File: src/sv/assert_macros.svh
// Assertion helpers used by the frame core RTL of the frame receiver.
`ifndef ASSERT_MACROS_SVH
`define ASSERT_MACROS_SVH

// Checked on every rising clock edge, suspended while reset is high.
`define AFR_ASSERT(lbl, clk, rst, prop, msg) \
   lbl: assert property (@(posedge clk) disable iff (rst) prop) else $error(msg);

// Checked on every rising clock edge, reset included.
`define AFR_ASSERT_ALWAYS(lbl, clk, prop, msg) \
   lbl: assert property (@(posedge clk) prop) else $error(msg);

`endif

File: src/sv/afr_pkg.sv
package afr_pkg;

   // Frame layout and fixed byte values.
   localparam logic [3:0] FRAME_FULL  = 4'd8;   // bytes held before the checksum byte
   localparam logic [7:0] HDR0        = 8'h00;
   localparam logic [7:0] HDR1        = 8'h5A;
   localparam logic [7:0] BCAST_ADDR  = 8'hFF;
   localparam logic [7:0] NEEDED_LEN  = 8'd2;

   // Reset addresses of this node.
   localparam logic [15:0] DEFAULT_ADDR   = 16'hFFFE;
   localparam logic [7:0]  DEFAULT_GROUP  = DEFAULT_ADDR[15:8];
   localparam logic [7:0]  DEFAULT_DEVICE = DEFAULT_ADDR[7:0];

   // Positions in the frame store, which holds frame bytes 2 through 7.
   localparam int STORE_DEPTH = 6;
   localparam logic [2:0] POS_GROUP  = 3'd0;
   localparam logic [2:0] POS_DEVICE = 3'd1;
   localparam logic [2:0] POS_CMD    = 3'd2;
   localparam logic [2:0] POS_LEN    = 3'd3;
   localparam logic [2:0] POS_DHIGH  = 3'd4;
   localparam logic [2:0] POS_DLOW   = 3'd5;
   localparam logic [2:0] STORE_BASE = 3'd2;

   // Configuration register indexes.
   localparam logic CSR_OWN_GROUP  = 1'b0;
   localparam logic CSR_OWN_DEVICE = 1'b1;

   typedef enum logic [2:0] {
      ST_IDLE   = 3'd0,
      ST_OWN    = 3'd1,
      ST_BCAST  = 3'd2,
      ST_HDR    = 3'd3,
      ST_SHORT  = 3'd4,
      ST_CSUM   = 3'd5,
      ST_OTHER  = 3'd6,
      ST_BADLEN = 3'd7
   } status_type;

   typedef struct packed {
      logic       action;
      logic [7:0] rx_byte;
   } req_item_type;

   typedef struct packed {
      status_type status;
      logic [7:0] command_code;
      logic [7:0] data_high;
      logic [7:0] data_low;
   } rsp_item_type;

endpackage

File: src/sv/afr_channels.sv
// Input channel: one received byte or one timeout per item.
interface afr_req_if;
   logic       valid;
   logic       ready;
   logic       action;
   logic [7:0] rx_byte;

   modport source (output valid, action, rx_byte, input ready);
   modport sink   (input valid, action, rx_byte, output ready);
endinterface

// Result channel: one status item per input item.
interface afr_rsp_if;
   logic       valid;
   logic       ready;
   logic [2:0] status;
   logic [7:0] command_code;
   logic [7:0] data_high;
   logic [7:0] data_low;

   modport source (output valid, status, command_code, data_high, data_low, input ready);
   modport sink   (input valid, status, command_code, data_high, data_low, output ready);
endinterface

File: src/sv/afr_frame_core.sv
`include "assert_macros.svh"

module afr_frame_core
   import afr_pkg::*;
(
   input  logic         clock,
   input  logic         reset,
   input  logic         step,
   input  req_item_type item,
   input  logic [7:0]   own_group,
   input  logic [7:0]   own_device,
   output rsp_item_type result
);

   logic [3:0] byte_count_ff, byte_count_in;
   logic [7:0] running_sum_ff, running_sum_in;
   logic [7:0] frame_ff [STORE_DEPTH];
   logic       store_we;
   logic [2:0] store_idx;
   logic       addr_own, addr_bcast, len_ok;

   // Address and length checks on the held frame bytes.
   assign addr_own   = (frame_ff[POS_GROUP] == own_group) && (frame_ff[POS_DEVICE] == own_device);
   assign addr_bcast = (frame_ff[POS_GROUP] == BCAST_ADDR) && (frame_ff[POS_DEVICE] == BCAST_ADDR);
   assign len_ok     = (frame_ff[POS_LEN] == NEEDED_LEN);
   assign store_idx  = byte_count_ff[2:0] - STORE_BASE;

   // Per-item frame update and classification.
   always_comb begin
      byte_count_in  = byte_count_ff;
      running_sum_in = running_sum_ff;
      store_we       = 1'b0;
      result         = '0;
      result.status  = ST_IDLE;
      if (item.action) begin
         if (byte_count_ff != 4'd0) begin
            result.status = ST_SHORT;
         end
         byte_count_in  = 4'd0;
         running_sum_in = 8'd0;
      end else if ((byte_count_ff == 4'd0) && (item.rx_byte != HDR0)) begin
         result.status  = ST_HDR;
         byte_count_in  = 4'd0;
         running_sum_in = 8'd0;
      end else if ((byte_count_ff == 4'd1) && (item.rx_byte != HDR1)) begin
         result.status  = ST_HDR;
         byte_count_in  = 4'd0;
         running_sum_in = 8'd0;
      end else if (byte_count_ff < FRAME_FULL) begin
         store_we       = (byte_count_ff >= 4'd2);
         running_sum_in = running_sum_ff + item.rx_byte;
         byte_count_in  = byte_count_ff + 4'd1;
      end else begin
         // Checksum byte: the frame is complete.
         result.command_code = frame_ff[POS_CMD];
         result.data_high    = frame_ff[POS_DHIGH];
         result.data_low     = frame_ff[POS_DLOW];
         if (item.rx_byte != running_sum_ff) begin
            result.status = ST_CSUM;
         end else if (addr_own) begin
            result.status = len_ok ? ST_OWN : ST_BADLEN;
         end else if (addr_bcast) begin
            result.status = len_ok ? ST_BCAST : ST_BADLEN;
         end else begin
            result.status = ST_OTHER;
         end
         byte_count_in  = 4'd0;
         running_sum_in = 8'd0;
      end
   end

   // Count and sum registers.
   always_ff @(posedge clock) begin
      if (reset) begin
         byte_count_ff  <= 4'd0;
         running_sum_ff <= 8'd0;
      end else if (step) begin
         byte_count_ff  <= byte_count_in;
         running_sum_ff <= running_sum_in;
      end
   end

   // Frame byte store; entries are read only once the whole frame is in.
   always_ff @(posedge clock) begin
      if (step && store_we) begin
         frame_ff[store_idx] <= item.rx_byte;
      end
   end

   `AFR_ASSERT(a_count_range, clock, reset, byte_count_ff <= FRAME_FULL, "byte count above frame size")
   `AFR_ASSERT(a_empty_sum, clock, reset, (byte_count_ff == 4'd0) |-> (running_sum_ff == 8'd0), "sum not cleared with empty frame")
   `AFR_ASSERT(a_timeout_clears, clock, reset, (step && item.action) |=> (byte_count_ff == 4'd0), "timeout left a partial frame")
   `AFR_ASSERT(a_done_status, clock, reset, (step && !item.action && (byte_count_ff == FRAME_FULL)) |-> (result.status == ST_OWN || result.status == ST_BCAST || result.status == ST_CSUM || result.status == ST_OTHER || result.status == ST_BADLEN), "completed frame without a frame status")

endmodule

File: src/sv/addressed_frame_receiver_unit.sv
// Addressed frame receiver.
// The req_ch channel carries one item per received byte (action 0) or per read
// timeout (action 1). The block assembles 9-byte frames: 0x00, 0x5A, group,
// device, command, length, data high, data low and an 8-bit sum checksum.
// The rsp_ch channel returns exactly one item per input item, in order; only
// the checksum byte of a frame yields a frame status with command and data.
// Own group and device addresses are written on the csr_ port (index 0 and 1);
// the user must do so only while no item is in flight; the block does not enforce it.
// An accepted item is held in the input register, then its result in the result
// register, from which it is offered on rsp_ch.
// Throughput: one item per cycle while rsp_ch takes results, set by the single update
// of the byte count and running sum between the input and result registers.
// When rsp_ch stalls, the result register holds and the input register keeps
// one more item; req_ch.ready drops only when both are full.
// Reset clears the frame in progress and both stages, and sets the node
// address to group 0xFF, device 0xFE.
module addressed_frame_receiver_unit
   import afr_pkg::*;
(
   input  logic          clock,
   input  logic          reset,
   afr_req_if.sink       req_ch,
   afr_rsp_if.source     rsp_ch,
   input  logic          csr_we,
   input  logic          csr_index,
   input  logic [7:0]    csr_wdata
);

   logic [7:0]   own_group_addr_ff, own_device_addr_ff;
   logic         in_valid_ff, in_valid_in;
   req_item_type in_item_ff;
   logic         rsp_valid_ff, rsp_valid_in;
   rsp_item_type rsp_item_ff;
   rsp_item_type core_result;
   logic         out_free, step, req_take;

   // Stage handshake: the input register moves on when the result register is free.
   assign out_free     = !rsp_valid_ff || rsp_ch.ready;
   assign step         = in_valid_ff && out_free;
   assign req_ch.ready = !in_valid_ff || out_free;
   assign req_take     = req_ch.valid && req_ch.ready;
   assign in_valid_in  = req_take || (in_valid_ff && !step);
   assign rsp_valid_in = step || (rsp_valid_ff && !rsp_ch.ready);

   // Configuration registers.
   always_ff @(posedge clock) begin
      if (reset) begin
         own_group_addr_ff  <= DEFAULT_GROUP;
         own_device_addr_ff <= DEFAULT_DEVICE;
      end else if (csr_we) begin
         case (csr_index)
            CSR_OWN_GROUP:  own_group_addr_ff  <= csr_wdata;
            CSR_OWN_DEVICE: own_device_addr_ff <= csr_wdata;
            default: ;
         endcase
      end
   end

   // Input and result registers.
   always_ff @(posedge clock) begin
      if (reset) begin
         in_valid_ff  <= 1'b0;
         rsp_valid_ff <= 1'b0;
      end else begin
         in_valid_ff  <= in_valid_in;
         rsp_valid_ff <= rsp_valid_in;
      end
   end

   always_ff @(posedge clock) begin
      if (req_take) begin
         in_item_ff.action  <= req_ch.action;
         in_item_ff.rx_byte <= req_ch.rx_byte;
      end
      if (step) begin
         rsp_item_ff <= core_result;
      end
   end

   // Frame assembly and classification.
   afr_frame_core u_core (
      .clock      (clock),
      .reset      (reset),
      .step       (step),
      .item       (in_item_ff),
      .own_group  (own_group_addr_ff),
      .own_device (own_device_addr_ff),
      .result     (core_result)
   );

   // Result channel.
   assign rsp_ch.valid        = rsp_valid_ff;
   assign rsp_ch.status       = rsp_item_ff.status;
   assign rsp_ch.command_code = rsp_item_ff.command_code;
   assign rsp_ch.data_high    = rsp_item_ff.data_high;
   assign rsp_ch.data_low     = rsp_item_ff.data_low;

endmodule
File: src/flat_wrapper.sv
// flat-port wrapper written by rule: the top's interface ports become plain ports
module addressed_frame_receiver_unit_flat import afr_pkg::*;
  (clock, reset, csr_we, csr_index, csr_wdata, req_ch_valid, req_ch_action, req_ch_rx_byte, req_ch_ready, rsp_ch_valid, rsp_ch_status, rsp_ch_command_code, rsp_ch_data_high, rsp_ch_data_low, rsp_ch_ready);
  afr_req_if req_ch_i ();
  afr_rsp_if rsp_ch_i ();
  input  logic clock;
  input  logic reset;
  input  logic csr_we;
  input  logic csr_index;
  input  logic [7:0] csr_wdata;
  input wire logic [$bits(req_ch_i.valid)-1:0] req_ch_valid;
  input wire logic [$bits(req_ch_i.action)-1:0] req_ch_action;
  input wire logic [$bits(req_ch_i.rx_byte)-1:0] req_ch_rx_byte;
  output wire logic [$bits(req_ch_i.ready)-1:0] req_ch_ready;
  output wire logic [$bits(rsp_ch_i.valid)-1:0] rsp_ch_valid;
  output wire logic [$bits(rsp_ch_i.status)-1:0] rsp_ch_status;
  output wire logic [$bits(rsp_ch_i.command_code)-1:0] rsp_ch_command_code;
  output wire logic [$bits(rsp_ch_i.data_high)-1:0] rsp_ch_data_high;
  output wire logic [$bits(rsp_ch_i.data_low)-1:0] rsp_ch_data_low;
  input wire logic [$bits(rsp_ch_i.ready)-1:0] rsp_ch_ready;
  assign req_ch_i.valid = req_ch_valid;
  assign req_ch_i.action = req_ch_action;
  assign req_ch_i.rx_byte = req_ch_rx_byte;
  assign req_ch_ready = req_ch_i.ready;
  assign rsp_ch_valid = rsp_ch_i.valid;
  assign rsp_ch_status = rsp_ch_i.status;
  assign rsp_ch_command_code = rsp_ch_i.command_code;
  assign rsp_ch_data_high = rsp_ch_i.data_high;
  assign rsp_ch_data_low = rsp_ch_i.data_low;
  assign rsp_ch_i.ready = rsp_ch_ready;
  addressed_frame_receiver_unit u_core (.clock(clock), .reset(reset), .req_ch(req_ch_i), .rsp_ch(rsp_ch_i), .csr_we(csr_we), .csr_index(csr_index), .csr_wdata(csr_wdata));
endmodule
File: config.mk
export PLATFORM = sky130hd
export DESIGN_NAME = addressed_frame_receiver_unit_flat
export DESIGN_NICKNAME = d
export VERILOG_FILES = /design/src/sv/afr_pkg.sv /design/src/sv/afr_channels.sv /design/src/sv/afr_frame_core.sv /design/src/sv/addressed_frame_receiver_unit.sv /design/src/flat_wrapper.sv
export VERILOG_INCLUDE_DIRS = /design/src /design/src/sv
export SDC_FILE = /design/constraint.sdc
export NUM_CORES = 1
export LEC_CHECK = 0
export ABC_AREA = 1
export BUFFER_PORTS_ARGS = -buffer_cell sky130_fd_sc_hd__buf_4
export CAP_MARGIN = 5
export CORE_UTILIZATION = 45
export CTS_CLUSTER_SIZE = 28
export DETAILED_ROUTE_END_ITERATION = 16
export GPL_TIMING_DRIVEN = 0
export HOLD_SLACK_MARGIN = 0.12
export PLACE_DENSITY_LB_ADDON = 0.1
export SLEW_MARGIN = 10
export SYNTH_ARGS = -nofsm -noshare
export SYNTH_HDL_FRONTEND = slang
export SYNTH_HIERARCHICAL = 1
export SYNTH_SLANG_ARGS = --single-unit
File: constraint.sdc
create_clock -name clock -period 5.7 [get_ports clock]
set_input_delay 0.57 -clock clock [delete_from_list [all_inputs] [get_ports clock]]
set_output_delay 0.57 -clock clock [all_outputs]
set_load 0.02 [all_outputs]
==> results.txt, run 1 <==
Final non-filler cell total = 709
Outcome = completed
Antenna diode count = 0
Synth Area in Compound Gates = 0.0278
Synth Register Bits = 114
Setup TNS Final = 0 ns
Die W = 106 um
CTS clk-pin slew, worst paths = 0.05 ns
Peak Freq = 409 MHz
Slew margin rel. = 0.516
Area Overhead vs Synth = 25.1%
RR Endpoint = u_core/u_core/frame_ff[3][3]
Vias in the first global route = 3,189
Worst setup SP type = register
Max-slew violation count = 0
Post-synthesis cell type count = 27
R2R setup slack = 3.26 ns
Sequential area share after synthesis = 0.648
Buffers added on ports = 50
GPL Wtd Cong = 0.781
CP arrival = 2.58 ns
Setup Viol. Count Final = 0
Critical path class = register to register
Max rail drop VDD = 0.196 mV
Area leader, netlist = edfxtp_1
Hold buffers post-CTS = 0
Worst reg-to-reg path cell count = 9
Synthesized area = 4820 sq um
Mux cell area share after synthesis = 0
Critical Path RT = 5.84 ns
Pin count of the biggest net entering global routing = 29
H-tree depth = 4
Post-Synth Adder-Cell Area = 0.0301
Overflow after GRT = 0
Root buffer cell = clkbuf_8
CTS tree = done
Final Cell Area = 6030 sq um
Largest family of logic cells by synthesized area = simple AND/OR/NAND/NOR gates
Post-Synthesis Cells = 491
DR vias/cell = 4.72
Mean Syn Cell Area = 9.82 sq um
Ys Warns = 6
DRT Pass-1 Iters = 5
Post-cts repair resize count = 0
Worst Tran Pin Value = 0.723 ns
DRC violations left = 0
Power Dens Cells = 357 nW/um^2
Worst Hold Class = input port to register
Die ar. = 11,100 sq um
Number of I/O pins = 52
Syn Nets = 525
Hpwl dp = 6.16 mm
Postcts setup bufs = 0
Max Cap Viol = 0
CP Capture Type = register
CTS Buf Count = 17
Leak = 0.00260 uW
Final Skew = 0.0102 ns
Total track usage = 0.186
Reg2reg start = u_core/in_item_ff[1]
Core box area = 10,400 sq um
Nets = 595
Post-DP Area = 5400 sq um
Initial Utilization = 0.465
Initial antenna violation count = 0
Fill count = 878
CTS sink count = 114
Most common cell after layout, fill and taps aside = nand2_1
Num rows = 37
Total Wirelength = 9.14 mm
Clock Tree Buf Depth = 2
Synth top area cells = edfxtp_1, dfxtp_1, nand2_1, nor2_1, inv_1
Wire per inst = 12.9 um
Die Y = 106 um
Layout cells sized above 1 = 0.164
Post-synth top area share = 0.523
Critical Path Source = u_core/in_item_ff[1]
Hold Path Sink = u_core/in_item_ff[0]
Maximum fanout along the worst path = 10
Post-Synth XOR/XNOR Area = 0.00727
Hold path depth = 1
Post-Place Cells = 678
Hold Slack = 0.230 ns
Final hold vios = 0
Hold Path Origin = req_ch_rx_byte[0]
Antenna-violating nets left = 0
Most frequent cells in the layout = nand2_1, edfxtp_1, nor2_1
Clock latency on the worst-skew pair = 0.51 ns
RSZ-0062 raised after global routing = false
DR iter-0 viols = 156
Period utilization = 0.429
Fin crit period = 2.44 ns
Global-route wire length before repair = 15.4 mm
Vias = 3,343
Simple-gate portion of the synthesized area = 0.232
==> per-layer routing <==
layer  up-vias  routed length (um)  track usage
met1      1515                4410        0.242
met5         -                   0            0
li1       1737                   -            -
met3        11                 394       0.0482
met2        80                4210        0.292
met4         0                 125       0.0833
==> state kept, by name, indices dropped and copies added (netlist names) <==
name,cells
u_core/u_core/running_sum_ff,8
u_core/in_item_ff,9
u_core/u_core/frame_ff,48
u_core/rsp_ch.status,3
u_core/rsp_ch.command_code,8
u_core/in_valid_ff,1
u_core/rsp_ch.data_low,8
u_core/own_group_addr_ff,8
u_core/rsp_ch.valid,1
u_core/u_core/byte_count_ff,4
u_core/own_device_addr_ff,8
u_core/rsp_ch.data_high,8
==> how the worst max path moves through the flow <==
stage | end | slack (ns) | cells after the start
final | u_core/u_core/frame_ff[3][3] | 3.26 | 9
after global routing | u_core/u_core/frame_ff[3][3] | 3.06 | 9
after CTS | u_core/u_core/frame_ff[1][5] | 3.26 | 9
after detailed placement | u_core/u_core/frame_ff[1][0] | 3.11 | 9
after global placement | u_core/u_core/frame_ff[1][0] | 1.13 | 8
after floorplan | u_core/u_core/frame_ff[1][0] | 2.20 | 7
==> report_power, final <==
part / switching, uW / internal (uW) / leakage [uW] / total [uW]
Sequential: 20.5 / 911 / 0.00103 / 931
Combinational: 54.6 / 37.7 / 0.00127 / 92.2
Clock: 342 / 792 / 0.000306 / 1130
==> synth_stat cells (all sizes together) <==
| cell type | number |
|---|---|
| a21boi | 1 |
| a21o | 1 |
| a21oi | 21 |
| buf | 4 |
| clkbuf | 7 |
| dfxtp | 30 |
| edfxtp | 84 |
| fa | 1 |
| ha | 10 |
| inv | 54 |
| nand2 | 163 |
| nand3 | 32 |
| nand3b | 1 |
| nand4 | 4 |
| nor2 | 66 |
| nor3 | 6 |
| o21ai | 2 |
| xnor2 | 1 |
| xor2 | 3 |
==> stage by stage <==
| stage | util | setup slack, ns | total power, uW |
|---|---|---|---|
| after floorplan | - | 2.20 | 994 |
| after global placement | 0.517 | 1.13 | 1040 |
| after detailed placement | 0.521 | 3.11 | 1040 |
| after CTS | 0.582 | 3.26 | 2180 |
| after global routing | 0.582 | 3.06 | 2230 |
| final | 0.582 | 3.26 | 2160 |
==> critical path: stages (launching register included) <==
cell,delay [ns]
edfxtp_1,0.66
nand2_1,0.10
nor2_1,0.12
nand3_1,0.08
nand3_1,0.11
nand2_2,0.08
nor2_4,0.12
buf_6,0.16
nand2_1,0.08
nor2_1,0.54
==> cells by family (layout without fill, tap and decap cells) <==
kind of cell	count (synthesis)	after routing
AND/OR/NAND/NOR	272	272
flip-flops	114	114
buffers and inverters	65	147
XOR/XNOR	4	4
adder cells (fa/ha/maj)	11	11
AO/OA/AOI/OAI	25	25
==> final cells by class <==
class | count | area, sq um | area share
plain buffers | 11 | 61.3 | 0.0102
clock buffers | 20 | 425 | 0.0705
clock inverters | 11 | 210 | 0.0348
flip-flops and latches | 114 | 3120 | 0.518
inverters | 54 | 205 | 0.0340
well taps | 136 | 170 | 0.0282
repair buffers | 51 | 395 | 0.0655
multi-input cells | 312 | 1440 | 0.239
Note: power is estimated with default switching activity, not from simulation.
==> inputs of run 2 (changes only) <==
Clock period 5.7 ns to 2 ns, I/O delays scaled along.
==> run 2 against run 1 <==
Net effect: via count rose by 11%; setup slack got worse by 3.2 ns; routed wire length rose by 19%; largest cell class unchanged.
==> results.txt, run 2 (same netlist as run 1, synthesis figures left out) <==
DR vias/cell = 4.85
Vias = 3,721
Worst Tran Pin Value = 0.875 ns
Final hold vios = 0
Global-route wire length before repair = 17.2 mm
Initial Utilization = 0.465
Number of I/O pins = 52
Final Skew = 0.00819 ns
Slew margin rel. = 0.417
Total Wirelength = 10.9 mm
Fill count = 827
Max reg flops = 48
Share of power burned in registers = 0.453
Final non-filler cell total = 768
Max Cap Viol = 0
Maximum fanout along the worst path = 5
Hold Slack = 0.406 ns
Switching power = 1300 uW
DRT Pass-1 Iters = 5
CTS clk-pin slew, worst paths = 0.06 ns
Period utilization = 0.973
Buffers added on ports = 50
CP arrival = 2.19 ns
Total track usage = 0.210
Layout cells sized above 1 = 0.214
Final Cell Area = 6580 sq um
Core box area = 10,400 sq um
Num rows = 37
Power Dens Cells = 886 nW/um^2
Comb power frac = 0.066
Footprint of the multi-input gates = 1540 sq um
Hpwl dp = 6.19 mm
Wire per inst = 14.2 um
Max rail drop VDD = 0.589 mV
Worst Hold Class = input port to register
CP Capture Type = register
Util after Layout = 0.635
Post-Place Cells = 677
CTS Buf Count = 17
Internal = 4530 uW
Die W = 106 um
Clock latency on the worst-skew pair = 0.51 ns
Area Overhead vs Synth = 36.5%
Peak Freq = 514 MHz
Clock power frac = 0.481
Root buffer cell = clkbuf_8
Most frequent cells in the layout = nand2_1, edfxtp_1, buf_4
Vias in the first global route = 3,524
Antenna diode count = 0
Nets = 654
Die Y = 106 um
Worst setup SP type = register
Max-slew violation count = 0
Register area = 3120 sq um
GPL Wtd Cong = 0.815
RSZ-0062 raised after global routing = true
Sw Share = 0.223
Clock Tree Buf Depth = 2
H-tree depth = 4
DRC violations left = 0
CTS sink count = 114
Post-DP Area = 5410 sq um
Largest register by flop count = u_core/u_core/frame_ff
Pin count of the biggest net entering global routing = 17
Initial antenna violation count = 0
Antenna-violating nets left = 0
Biggest regs = u_core/u_core/frame_ff x48, u_core/in_item_ff x9
CTS tree = done
Outcome = completed
Leak = 0.00277 uW
DR iter-0 viols = 176
Critical Path RT = 2.25 ns
Setup Viol. Count Final = 0
Fin crit period = 1.95 ns
Critical path class = register to register
Most common cell after layout, fill and taps aside = nand2_1
Die ar. = 11,100 sq um
Overflow after GRT = 0
Setup TNS Final = 0 ns
==> run 2: timing repair <==
item / 4_1_cts / 5_1_grt
buffers inserted: 14 / 6
hold buffers: 39 / 0
setup endpoints to repair: 52 / 44
pin swaps: 1 / 4
gates resized for setup: 1 / 14
gates cloned: 1 / 0
hold endpoints to repair: 29 / 0
==> run 2: per-stage QoR <==
stage | setup WS [ns] | power [uW]
after floorplan | 0.0357 | 2840
after global placement | -0.359 | 2960
after detailed placement | -0.416 | 2960
after CTS | -0.0435 | 5850
after global routing | -0.0196 | 6020
final | 0.0547 | 5830
==> run 2: path summary, 6_finish.rpt <==
path	start	end	slack, ns	cells past startpoint
setup / recovery	u_core/in_item_ff[1]	u_core/rsp_ch.status[0]	0.05	7
hold / removal	req_ch_rx_byte[5]	u_core/in_item_ff[5]	0.41	2
setup reg to reg	u_core/in_item_ff[1]	u_core/rsp_ch.status[0]	0.05	7
hold reg to reg	u_core/u_core/running_sum_ff[4]	u_core/u_core/running_sum_ff[4]	0.47	2
==> run 2: power groups by stage <==
stage | clock network [uW] | logic, uW | registers [uW]
3_3_place_gp | 0 | 254 | 2700
3_5_place_dp | 0 | 260 | 2700
5_1_grt | 2950 | 421 | 2650
2_1_floorplan | 0 | 133 | 2700
6_report | 2800 | 387 | 2640
4_1_cts | 2840 | 367 | 2640
==> run 2: layout make-up <==
cell class,instances,area share
plain buffers,11,0.00932
repair buffers,109,0.140
inverters,54,0.0312
multi-input cells,313,0.235
clock inverters,14,0.0215
well taps,136,0.0259
clock buffers,17,0.0629
flip-flops and latches,114,0.475
==> run 2: worst max-delay path, stage by stage (launching register included) <==
cell      delay, ns
edfxtp_1       0.52
ha_1           0.36
nor3_2         0.17
nand4_1        0.26
a21oi_2        0.19
nand2_1        0.07
nand2_1        0.06
nand2_1        0.07
==> run 2: per-layer routing <==
metal	GRT usage	part of all wire	vias up
met1	0.270	0.46	1747
met5	0	0	-
met3	0.0594	0.049	18
met2	0.334	0.47	99
li1	-	-	1857
met4	0.0863	0.022	0
